## config.mk

```make
export PLATFORM = sky130hd
export DESIGN_NAME = mrc_back_flat
export DESIGN_NICKNAME = d
export VERILOG_FILES = /design/src/mrc_pkg.sv /design/src/mrc_ifs.sv /design/src/mrc_back.sv /design/src/flat_wrapper.sv
export SDC_FILE = /design/constraint.sdc
export NUM_CORES = 1
export LEC_CHECK = 0
export ABC_AREA = 1
export ABC_CLOCK_PERIOD_IN_PS = 4500
export CAP_MARGIN = 20
export CORE_ASPECT_RATIO = 0.8
export CORE_MARGIN = 2
export CORE_UTILIZATION = 39
export DETAILED_ROUTE_END_ITERATION = 16
export DONT_BUFFER_PORTS = 1
export PLACE_DENSITY = 0.54
export SYNTH_ARGS = -nofsm -noshare
export SYNTH_HDL_FRONTEND = slang
export SYNTH_SLANG_ARGS = --single-unit
```

## constraint.sdc

```tcl
create_clock -name clk -period 4.5 [get_ports clk]
set_input_delay 1.35 -clock clk [delete_from_list [all_inputs] [get_ports clk]]
set_output_delay 1.35 -clock clk [all_outputs]
set_load 0.05 [all_outputs]
```

## src/mrc_pkg.sv

```systemverilog
// ----------------------------------------------------------------------------
// mrc_pkg
// Shared types, codes and the CRC-16 byte step of the Modbus RTU response checker.
// ----------------------------------------------------------------------------
package mrc_pkg;

    localparam int MAX_FRAME_DEFAULT = 256;

    localparam logic [15:0] CRC_POLY = 16'hA001;
    localparam logic [15:0] CRC_INIT = 16'hFFFF;

    localparam int EXP_LEN_W = 9;
    localparam int KIND_W    = 2;
    localparam int RCRC_W    = 16;
    localparam int CFG_IDX_W = 2;
    localparam int CFG_DATA_W = 16;

    localparam logic [EXP_LEN_W-1:0] EXP_LEN_RESET = 9'd8;

    typedef enum logic [CFG_IDX_W-1:0] {
        CFG_EXPECTED_LENGTH = 2'd0,
        CFG_COMMAND_KIND    = 2'd1,
        CFG_REQUEST_CRC     = 2'd2
    } cfg_index_t;

    typedef enum logic [KIND_W-1:0] {
        CMD_WRITE_SINGLE = 2'd0,
        CMD_WRITE_MULTI  = 2'd1,
        CMD_READ_MULTI   = 2'd2,
        CMD_OTHER        = 2'd3
    } command_kind_t;

    typedef enum logic [2:0] {
        VERDICT_LEN_ERR    = 3'd0,
        VERDICT_WRITE_OK   = 3'd1,
        VERDICT_MULTI_OK   = 3'd2,
        VERDICT_READ_OK    = 3'd3,
        VERDICT_CRC_ERR    = 3'd4
    } verdict_t;

    // Summary of one finished frame, handed from the front end to the checker.
    typedef struct packed {
        logic        len_ok;
        logic        short_frame;
        logic [7:0]  held_lo;
        logic [7:0]  held_hi;
        logic [15:0] crc;
    } frame_rec_t;

    function automatic logic [15:0] crc_fold(input logic [15:0] crc, input logic [7:0] b);
        logic [15:0] c;
        c = crc ^ {8'h00, b};
        for (int i = 0; i < 8; i++)
        begin
            if (c[0])
            begin
                c = (c >> 1) ^ CRC_POLY;
            end
            else
            begin
                c = c >> 1;
            end
        end
        return c;
    endfunction

endpackage

```

## src/mrc_ifs.sv

```systemverilog


interface mrc_verdict_if;
    logic        valid;
    logic        ready;
    logic [2:0]  verdict;
    logic [15:0] computed_crc;

    modport source (output valid, output verdict, output computed_crc, input ready);
    modport sink (input valid, input verdict, input computed_crc, output ready);
endinterface

```

## src/mrc_back.sv

```systemverilog
// ----------------------------------------------------------------------------
// mrc_back
// Takes frame summaries from the queue, decides the verdict for the pending
// command kind and holds it in the output register until it is taken.
// ----------------------------------------------------------------------------
module mrc_back (
    input  logic                           clk,
    input  logic                           rst_n,
    input  logic                           q_empty,
    input  mrc_pkg::frame_rec_t            q_head,
    output logic                           q_pop,
    input  logic [mrc_pkg::KIND_W-1:0]     command_kind,
    input  logic [mrc_pkg::RCRC_W-1:0]     request_crc,
    mrc_verdict_if.source                  tx
);

    logic              valid_reg, valid_next;
    mrc_pkg::verdict_t verdict_reg, verdict_calc;
    logic [15:0]       crc_reg;
    logic              echo_ok;
    logic              crc_ok;

    assign q_pop = !q_empty && (!valid_reg || tx.ready);

    always_comb
    begin
        echo_ok = (q_head.held_lo == request_crc[7:0]) && (q_head.held_hi == request_crc[15:8]);
        crc_ok  = (q_head.held_lo == q_head.crc[7:0]) && (q_head.held_hi == q_head.crc[15:8]);
        if (!q_head.len_ok)
        begin
            verdict_calc = mrc_pkg::VERDICT_LEN_ERR;
        end
        else if (q_head.short_frame)
        begin
            verdict_calc = mrc_pkg::VERDICT_CRC_ERR;
        end
        else
        begin
            case (command_kind)
                mrc_pkg::CMD_WRITE_SINGLE:
                    verdict_calc = echo_ok ? mrc_pkg::VERDICT_WRITE_OK
                                           : mrc_pkg::VERDICT_CRC_ERR;
                mrc_pkg::CMD_WRITE_MULTI:
                    verdict_calc = crc_ok ? mrc_pkg::VERDICT_MULTI_OK
                                          : mrc_pkg::VERDICT_CRC_ERR;
                mrc_pkg::CMD_READ_MULTI:
                    verdict_calc = crc_ok ? mrc_pkg::VERDICT_READ_OK
                                          : mrc_pkg::VERDICT_CRC_ERR;
                default:
                    verdict_calc = mrc_pkg::VERDICT_CRC_ERR;
            endcase
        end

        if (q_pop)
        begin
            valid_next = 1'b1;
        end
        else if (tx.ready)
        begin
            valid_next = 1'b0;
        end
        else
        begin
            valid_next = valid_reg;
        end
    end

    always_ff @(posedge clk)
    begin
        if (q_pop)
        begin
            verdict_reg <= verdict_calc;
            crc_reg     <= q_head.crc;
        end
    end

    always_ff @(posedge clk or negedge rst_n)
    begin
        if (!rst_n)
        begin
            valid_reg <= 1'b0;
        end
        else
        begin
            valid_reg <= valid_next;
        end
    end

    assign tx.valid        = valid_reg;
    assign tx.verdict      = verdict_reg;
    assign tx.computed_crc = crc_reg;

endmodule

```

## src/flat_wrapper.sv

```systemverilog
// flat-port wrapper written by rule: the top's interface ports become plain ports
module mrc_back_flat 
  (clk, rst_n, q_empty, q_head, q_pop, command_kind, request_crc, tx_valid, tx_verdict, tx_computed_crc, tx_ready);
  mrc_verdict_if tx_i ();
  input  logic clk;
  input  logic rst_n;
  input  logic q_empty;
  input  mrc_pkg::frame_rec_t q_head;
  output logic q_pop;
  input  logic [mrc_pkg::KIND_W-1:0] command_kind;
  input  logic [mrc_pkg::RCRC_W-1:0] request_crc;
  output wire logic [$bits(tx_i.valid)-1:0] tx_valid;
  output wire logic [$bits(tx_i.verdict)-1:0] tx_verdict;
  output wire logic [$bits(tx_i.computed_crc)-1:0] tx_computed_crc;
  input wire logic [$bits(tx_i.ready)-1:0] tx_ready;
  assign tx_valid = tx_i.valid;
  assign tx_verdict = tx_i.verdict;
  assign tx_computed_crc = tx_i.computed_crc;
  assign tx_i.ready = tx_ready;
  mrc_back u_core (.clk(clk), .rst_n(rst_n), .q_empty(q_empty), .q_head(q_head), .q_pop(q_pop), .command_kind(command_kind), .request_crc(request_crc), .tx(tx_i));
endmodule
```

==> impl_summary.log, run 1 <==
INFO  metric slew_headroom = 56.15%
INFO  metric worst_ir_drop_on_vdd = 144.8 µV
INFO  metric placement_rows = 18
INFO  metric max_cap_violations = 0
INFO  metric ctsLongestPathBuffers = 2
INFO  metric combPwrFrac = 11.7%
INFO  metric cts.hold.buffers_added = 0
INFO  metric synthDominantAreaCellType = edfxtp_1
INFO  metric initial_antenna_violation_count = 0
INFO  metric worstSetupStartpointType = input port
INFO  metric synthesis.yosys.warnings = 0
INFO  metric finalCoreUtilization = 44.93%
INFO  metric p_per_area = 317.3 nW/µm²
INFO  metric leakagePower = 0.0007213 µW
INFO  metric drt-initial-drc-count = 37
INFO  metric cellInternalPower = 315.4 µW
INFO  metric run_status = finished, final reports clean
INFO  metric tritoncts = done
INFO  metric power.sequential.fraction = 57.7%
INFO  metric postSynthCellCount = 179
INFO  metric hold_path_class = input port to asynchronous set/reset pin
INFO  metric grt_setup_unrepaired = no
INFO  metric finalHoldWorstSlack = 0.7818 ns
INFO  metric areaGrowthSynthToFinish = 9.812%
INFO  metric floorplan.die.width = 67.61 µm
INFO  metric data_required_critical_path = 3.15 ns
INFO  metric die_h = 54.89 µm
INFO  metric synth_cell_type_count = 15
INFO  metric remaining_drc_errors = 0
INFO  metric router_iterations_before_antenna_repair = 4
INFO  metric grt_start_max_net_pins = 12
INFO  metric largest_reg_flops = 16
INFO  metric synthArstFlopShare = 5.000%
INFO  metric clock_skew = 0.001468 ns
INFO  metric worstMarginPinSlew = 0.6563 ns
INFO  metric synth_area = 1262 µm²
INFO  metric cts_buffers = 3
INFO  metric ctsRootBufferMaster = clkbuf_8
INFO  metric timing.final.crit_share = 73.18%
INFO  metric r2r_cells = 2
INFO  metric net_switching_power_of_the_design = 124.5 µW
INFO  metric hpwl = 2188 µm
INFO  metric ys.flop_type = edfxtp_1
INFO  metric ctsResizeCount = 0
INFO  metric gp_routability_congestion = 0.6785
INFO  metric cp_num_buf_inv = 1
INFO  metric clkSlewWorstSetupHoldPaths = 0.07 ns
INFO  metric num_antenna_cells = 0
INFO  metric ant_nets = 0
INFO  metric count_of_flip_flops_with_a_built_in_enable_after_synthesis = 19
INFO  metric ys_ff_latch = 20
INFO  metric global_route.overflow_total = 0
INFO  metric maxSlewViolCount = 0
INFO  metric synth.area.top_cells = edfxtp_1 45%, nand2_1 22%, inv_1 11%, nor2_1 7.4%, xnor2_1 4.2%
INFO  metric worst-path-max-fanout = 10
INFO  metric floorplan_die_area = 3711 µm²
INFO  metric pwr-share-clk = 30.6%
INFO  metric critical_path_depth = 2
INFO  metric post-cts-setup-buffer-count = 0
INFO  metric post_drt_via_cell_ratio = 4.567
INFO  metric fin_nets = 241
INFO  metric path_class = input port to output pin
INFO  metric cp_data_arrival_time = 1.94 ns
INFO  metric dp_worst_setup_slack = 1.197 ns
INFO  metric finish.cell_count_without_fillers = 224
INFO  metric cts_sinks = 20
INFO  metric worst_path_max_delay_cell = a21oi_4
INFO  metric fin_tns_setup = 0 ns
INFO  metric fmax = 303.7 MHz
INFO  metric power_switching_share = 28.31%
INFO  metric top_count_cell_post_synth = nand2_1
INFO  metric first_global_vias = 963
INFO  metric placeableCoreArea = 3085 µm²
INFO  metric syn_nets = 235
INFO  metric timing_hold_violations_final = 0
INFO  metric cp_cell_sequence = inv_1 -> a21oi_4
INFO  metric cp_slowest_stage_delay = 0.54 ns
INFO  metric grtUsageTotal = 14.48%
INFO  metric clock_latency = 0.25 ns
INFO  metric layout_cells_sized_above_1 = 7.609%
INFO  metric synth_top_cell_area_share = 45.19%
INFO  metric worst_path_dominant_cell_family = compound AO/OA/AOI/OAI gates
INFO  metric buffer_ports.inserted = 0
INFO  metric avgSynthCellArea = 7.053 µm²
INFO  metric route.vias.total = 1,023
INFO  metric period_needed = 3.293 ns
INFO  metric io-pin-count = 77
INFO  metric place_inst = 220
INFO  metric grt_first_pass_wirelength = 3829 µm
INFO  metric routed_wirelength = 2574 µm
INFO  metric cts_max_level = 1
INFO  metric setup.worst_path.end_class = output pin
INFO  metric proportion_of_synthesized_chip_area_in_sequential_cells = 47.18%
INFO  metric synth_commonest_cells = 74 x nand2_1, 36 x inv_1, 25 x nor2_1
INFO  metric setup_slack_after_layout = 1.207 ns
INFO  metric count_of_final_setup_violators = 0
INFO  metric initial_core_util = 40.92%
INFO  metric dr_wl_cell = 11.49 µm
==> metrics by stage <==
step                instance area (µm²)  total power [µW]
floorplan                          1262             299.6
global placement                   1331             308.3
detailed placement                 1331             310.0
CTS                                1386             449.7
global route                       1386             464.6
finish                             1386             439.9
==> cells in the final DEF, fill, tap and decap left out <==
cell type,n
a21oi_4,1
nor2_2,2
clkbuf_8,4
xor2_1,2
nand2_1,74
buf_4,1
inv_2,4
a21oi_1,1
nand3_2,1
dfrtp_1,1
a21oi_2,1
nor2_1,25
nand3_1,3
or2_0,1
edfxtp_1,19
xnor2_1,6
inv_1,36
nand4_1,2
==> power by group through the flow <==
stage	clock network (µW)	registers (µW)	logic, µW
floorplan	0	257	42.6
global placement	0	258	50.2
detailed placement	0	258	51.9
CTS	143	254	52.2
global route	149	255	60.5
finish	135	254	51.3
==> worst paths after layout <==
kind	start	end	slack, ns
worst min register to register	u_core.tx.valid	u_core.tx.valid	0.82
worst min-delay path	rst_n	u_core.tx.valid	0.78
worst max register to register	u_core.tx.valid	u_core.tx.computed_crc[2]	2.62
min in group clk	u_core.tx.valid	u_core.tx.valid	0.82
worst max-delay path	tx_ready	q_pop	1.21
max in group asynchronous	rst_n	u_core.tx.valid	3.65
==> kinds of logic after synthesis <==
group           synth area share [%]
xor+xnor                       5.550
buf+inv                        11.89
compound gates                 1.487
flops                          47.18
simple gates                   33.89
==> metal layers <==
| metal | GRT usage (%) | wire length (µm) |
|---|---|---|
| met5 | 0 | 0 |
| met4 | 4.082 | 19 |
| met3 | 5.870 | 226 |
| met2 | 25.65 | 1317 |
| met1 | 16.24 | 1010 |
==> cell type report <==
| cell class | instances | area, µm² |
|---|---|---|
| inverters | 40 | 150.1 |
| flip-flops and latches | 20 | 595.6 |
| well taps | 40 | 50.05 |
| fillers | 307 | 1699 |
| clock buffers | 4 | 55.05 |
| repair buffers | 1 | 7.507 |
| multi-input cells | 119 | 528.0 |
Note: power is estimated with default switching activity, not from simulation.
==> run 2, diff against run 1 <==
--- a/config.mk
+++ b/config.mk
@@ -6,7 +6,7 @@
 export NUM_CORES = 1
 export LEC_CHECK = 0
 export ABC_AREA = 1
-export ABC_CLOCK_PERIOD_IN_PS = 4500
+export ABC_CLOCK_PERIOD_IN_PS = 3250
 export CAP_MARGIN = 20
 export CORE_ASPECT_RATIO = 0.8
 export CORE_MARGIN = 2
==> constraint.sdc (replaced) <==
create_clock -name clk -period 3.25 [get_ports clk]
set_input_delay 0.975 -clock clk [delete_from_list [all_inputs] [get_ports clk]]
set_output_delay 0.975 -clock clk [all_outputs]
set_load 0.05 [all_outputs]
==> impl_summary.log, run 2 (synthesis results as in run 1) <==
INFO  metric run_status = finished, final reports clean
INFO  metric worst_path_dominant_cell_family = compound AO/OA/AOI/OAI gates
INFO  metric setup.worst_path.end_class = output pin
INFO  metric setup_slack_after_layout = 0.8900 ns
INFO  metric clock_latency = 0.26 ns
INFO  metric cts.hold.buffers_added = 0
INFO  metric ctsRootBufferMaster = clkbuf_8
INFO  metric fin_tns_setup = 0 ns
INFO  metric pwr-share-clk = 28.1%
INFO  metric areaGrowthSynthToFinish = 9.019%
INFO  metric combPwrFrac = 12.0%
INFO  metric global_route.overflow_total = 0
INFO  metric post_drt_via_cell_ratio = 4.473
INFO  metric timing.final.crit_share = 72.62%
INFO  metric met2WireLength = 1180 µm
INFO  metric cp_data_arrival_time = 1.39 ns
INFO  metric net_switching_power_of_the_design = 173.4 µW
INFO  metric grt_setup_unrepaired = no
INFO  metric finalCoreUtilization = 44.61%
INFO  metric leakagePower = 0.0007157 µW
INFO  metric count_of_final_setup_violators = 0
INFO  metric largest_reg_flops = 16
INFO  metric hold_path_class = input port to asynchronous set/reset pin
INFO  metric fin_nets = 241
INFO  metric floorplan_die_area = 3711 µm²
INFO  metric data_required_critical_path = 2.27 ns
INFO  metric worst_path_max_delay_cell = a21oi_4
INFO  metric tritoncts = done
INFO  metric top_layer_used = met4
INFO  metric placement_rows = 18
INFO  metric r2r_cells = 2
INFO  metric layout_cells_sized_above_1 = 7.065%
INFO  metric io-pin-count = 77
INFO  metric fill_count = 305
INFO  metric routed_wirelength = 2473 µm
INFO  metric fmax = 423.7 MHz
INFO  metric placeableCoreArea = 3085 µm²
INFO  metric route.vias.total = 1,002
INFO  metric drt-initial-drc-count = 41
INFO  metric worstMarginPinSlew = 0.5568 ns
INFO  metric initial_antenna_violation_count = 0
INFO  metric cp_num_buf_inv = 1
INFO  metric worstSetupStartpointType = input port
INFO  metric ctsLongestPathBuffers = 2
INFO  metric crit-reg2reg-launch = u_core.tx.valid
INFO  metric cellInternalPower = 413.0 µW
INFO  metric num_antenna_cells = 0
INFO  metric cp_slowest_stage_delay = 0.36 ns
INFO  metric dp_worst_setup_slack = 0.8894 ns
INFO  metric ctsResizeCount = 0
INFO  metric period_needed = 2.360 ns
INFO  metric hpwl = 2042 µm
INFO  metric router_iterations_before_antenna_repair = 4
INFO  metric power_switching_share = 29.57%
INFO  metric final_cell_mix = 74 x nand2_1, 36 x inv_1, 25 x nor2_1
INFO  metric initial_core_util = 40.92%
INFO  metric timing_hold_violations_final = 0
INFO  metric first_global_vias = 850
INFO  metric clock_skew = 0.003840 ns
INFO  metric grt_first_pass_wirelength = 3546 µm
INFO  metric floorplan.die.width = 67.61 µm
INFO  metric cts_buffers = 3
INFO  metric post-layout-total-power = 586.4 µW
INFO  metric layout_commonest_cell = nand2_1
INFO  metric die_h = 54.89 µm
INFO  metric r2r_end = u_core.tx.computed_crc[1]
INFO  metric ant_nets = 0
INFO  metric rrSetupSlack = 1.51 ns
INFO  metric path_class = input port to output pin
INFO  metric met3RoutedLength = 257 µm
INFO  metric gp_routability_congestion = 0.7259
INFO  metric dr_wl_cell = 11.04 µm
INFO  metric finish.cell_count_without_fillers = 224
INFO  metric grt_start_max_net_pins = 20
INFO  metric maxSlewViolCount = 0
INFO  metric worst-path-max-fanout = 2
INFO  metric grtUsageTotal = 13.45%
INFO  metric p_per_area = 426.1 nW/µm²
INFO  metric cp_cell_sequence = inv_1 -> a21oi_4
INFO  metric buffer_ports.inserted = 0
INFO  metric place_inst = 220
INFO  metric route.layer.met1.wl = 1030 µm
INFO  metric remaining_drc_errors = 0
INFO  metric power.sequential.fraction = 59.9%
INFO  metric max_cap_violations = 0
INFO  metric cts_sinks = 20
INFO  metric post-cts-setup-buffer-count = 0
INFO  metric worst_ir_drop_on_vdd = 205.1 µV
INFO  metric cts_max_level = 1
INFO  metric clkSlewWorstSetupHoldPaths = 0.07 ns
INFO  metric slew_headroom = 62.88%
[run 2: changes by cell type in the layout (fill, tap and decap cells not counted), sizes merged]
| cell | delta |
|---|---|
| clkbuf | -1 |
| clkinv | +1 |
[run 2: stage by stage]
step	hold WS [ns]	instance area, µm²
6_report	0.4080	1376
5_1_grt	0.3847	1376
4_1_cts	0.3955	1376
3_5_place_dp	0.6794	1331
3_3_place_gp	0.6794	1331
2_1_floorplan	0.6794	1266
[run 2: layout make-up]
cell class / count / area, µm² / share of cell area (%)
clock buffer: 3 / 41.29 / 3.000
sequential: 20 / 595.6 / 43.27
tap: 40 / 50.05 / 3.636
clock inverter: 1 / 3.754 / 0.2727
inverter: 40 / 150.1 / 10.91
timing repair buffer: 1 / 7.507 / 0.5455
multi-input combinational: 119 / 528.0 / 38.36
[run 2: routing by layer]
metal | GRT usage, % | up-vias
li1 | - | 537
met1 | 15.23 | 420
met2 | 23.04 | 43
met3 | 6.680 | 2
met4 | 3.061 | 0
met5 | 0 | -
[run 2: power by group through the flow]
stage	sequential [µW]	clock, µW	combinational (µW)
global placement	357	0	70.4
finish	351	165	70.1
detailed placement	357	0	71.6
CTS	352	176	72.0
global route	353	186	83.0
floorplan	356	0	59.3
[run 2: worst max-delay path by stage]
| stage | from | to | slack (ns) | depth (start not counted) |
|---|---|---|---|---|
| floorplan | tx_ready | q_pop | 0.24 | 2 |
| global route | tx_ready | q_pop | 0.87 | 2 |
| global placement | tx_ready | q_pop | 0.89 | 2 |
| CTS | tx_ready | q_pop | 0.89 | 2 |
| detailed placement | tx_ready | q_pop | 0.89 | 2 |
| finish | tx_ready | q_pop | 0.89 | 2 |
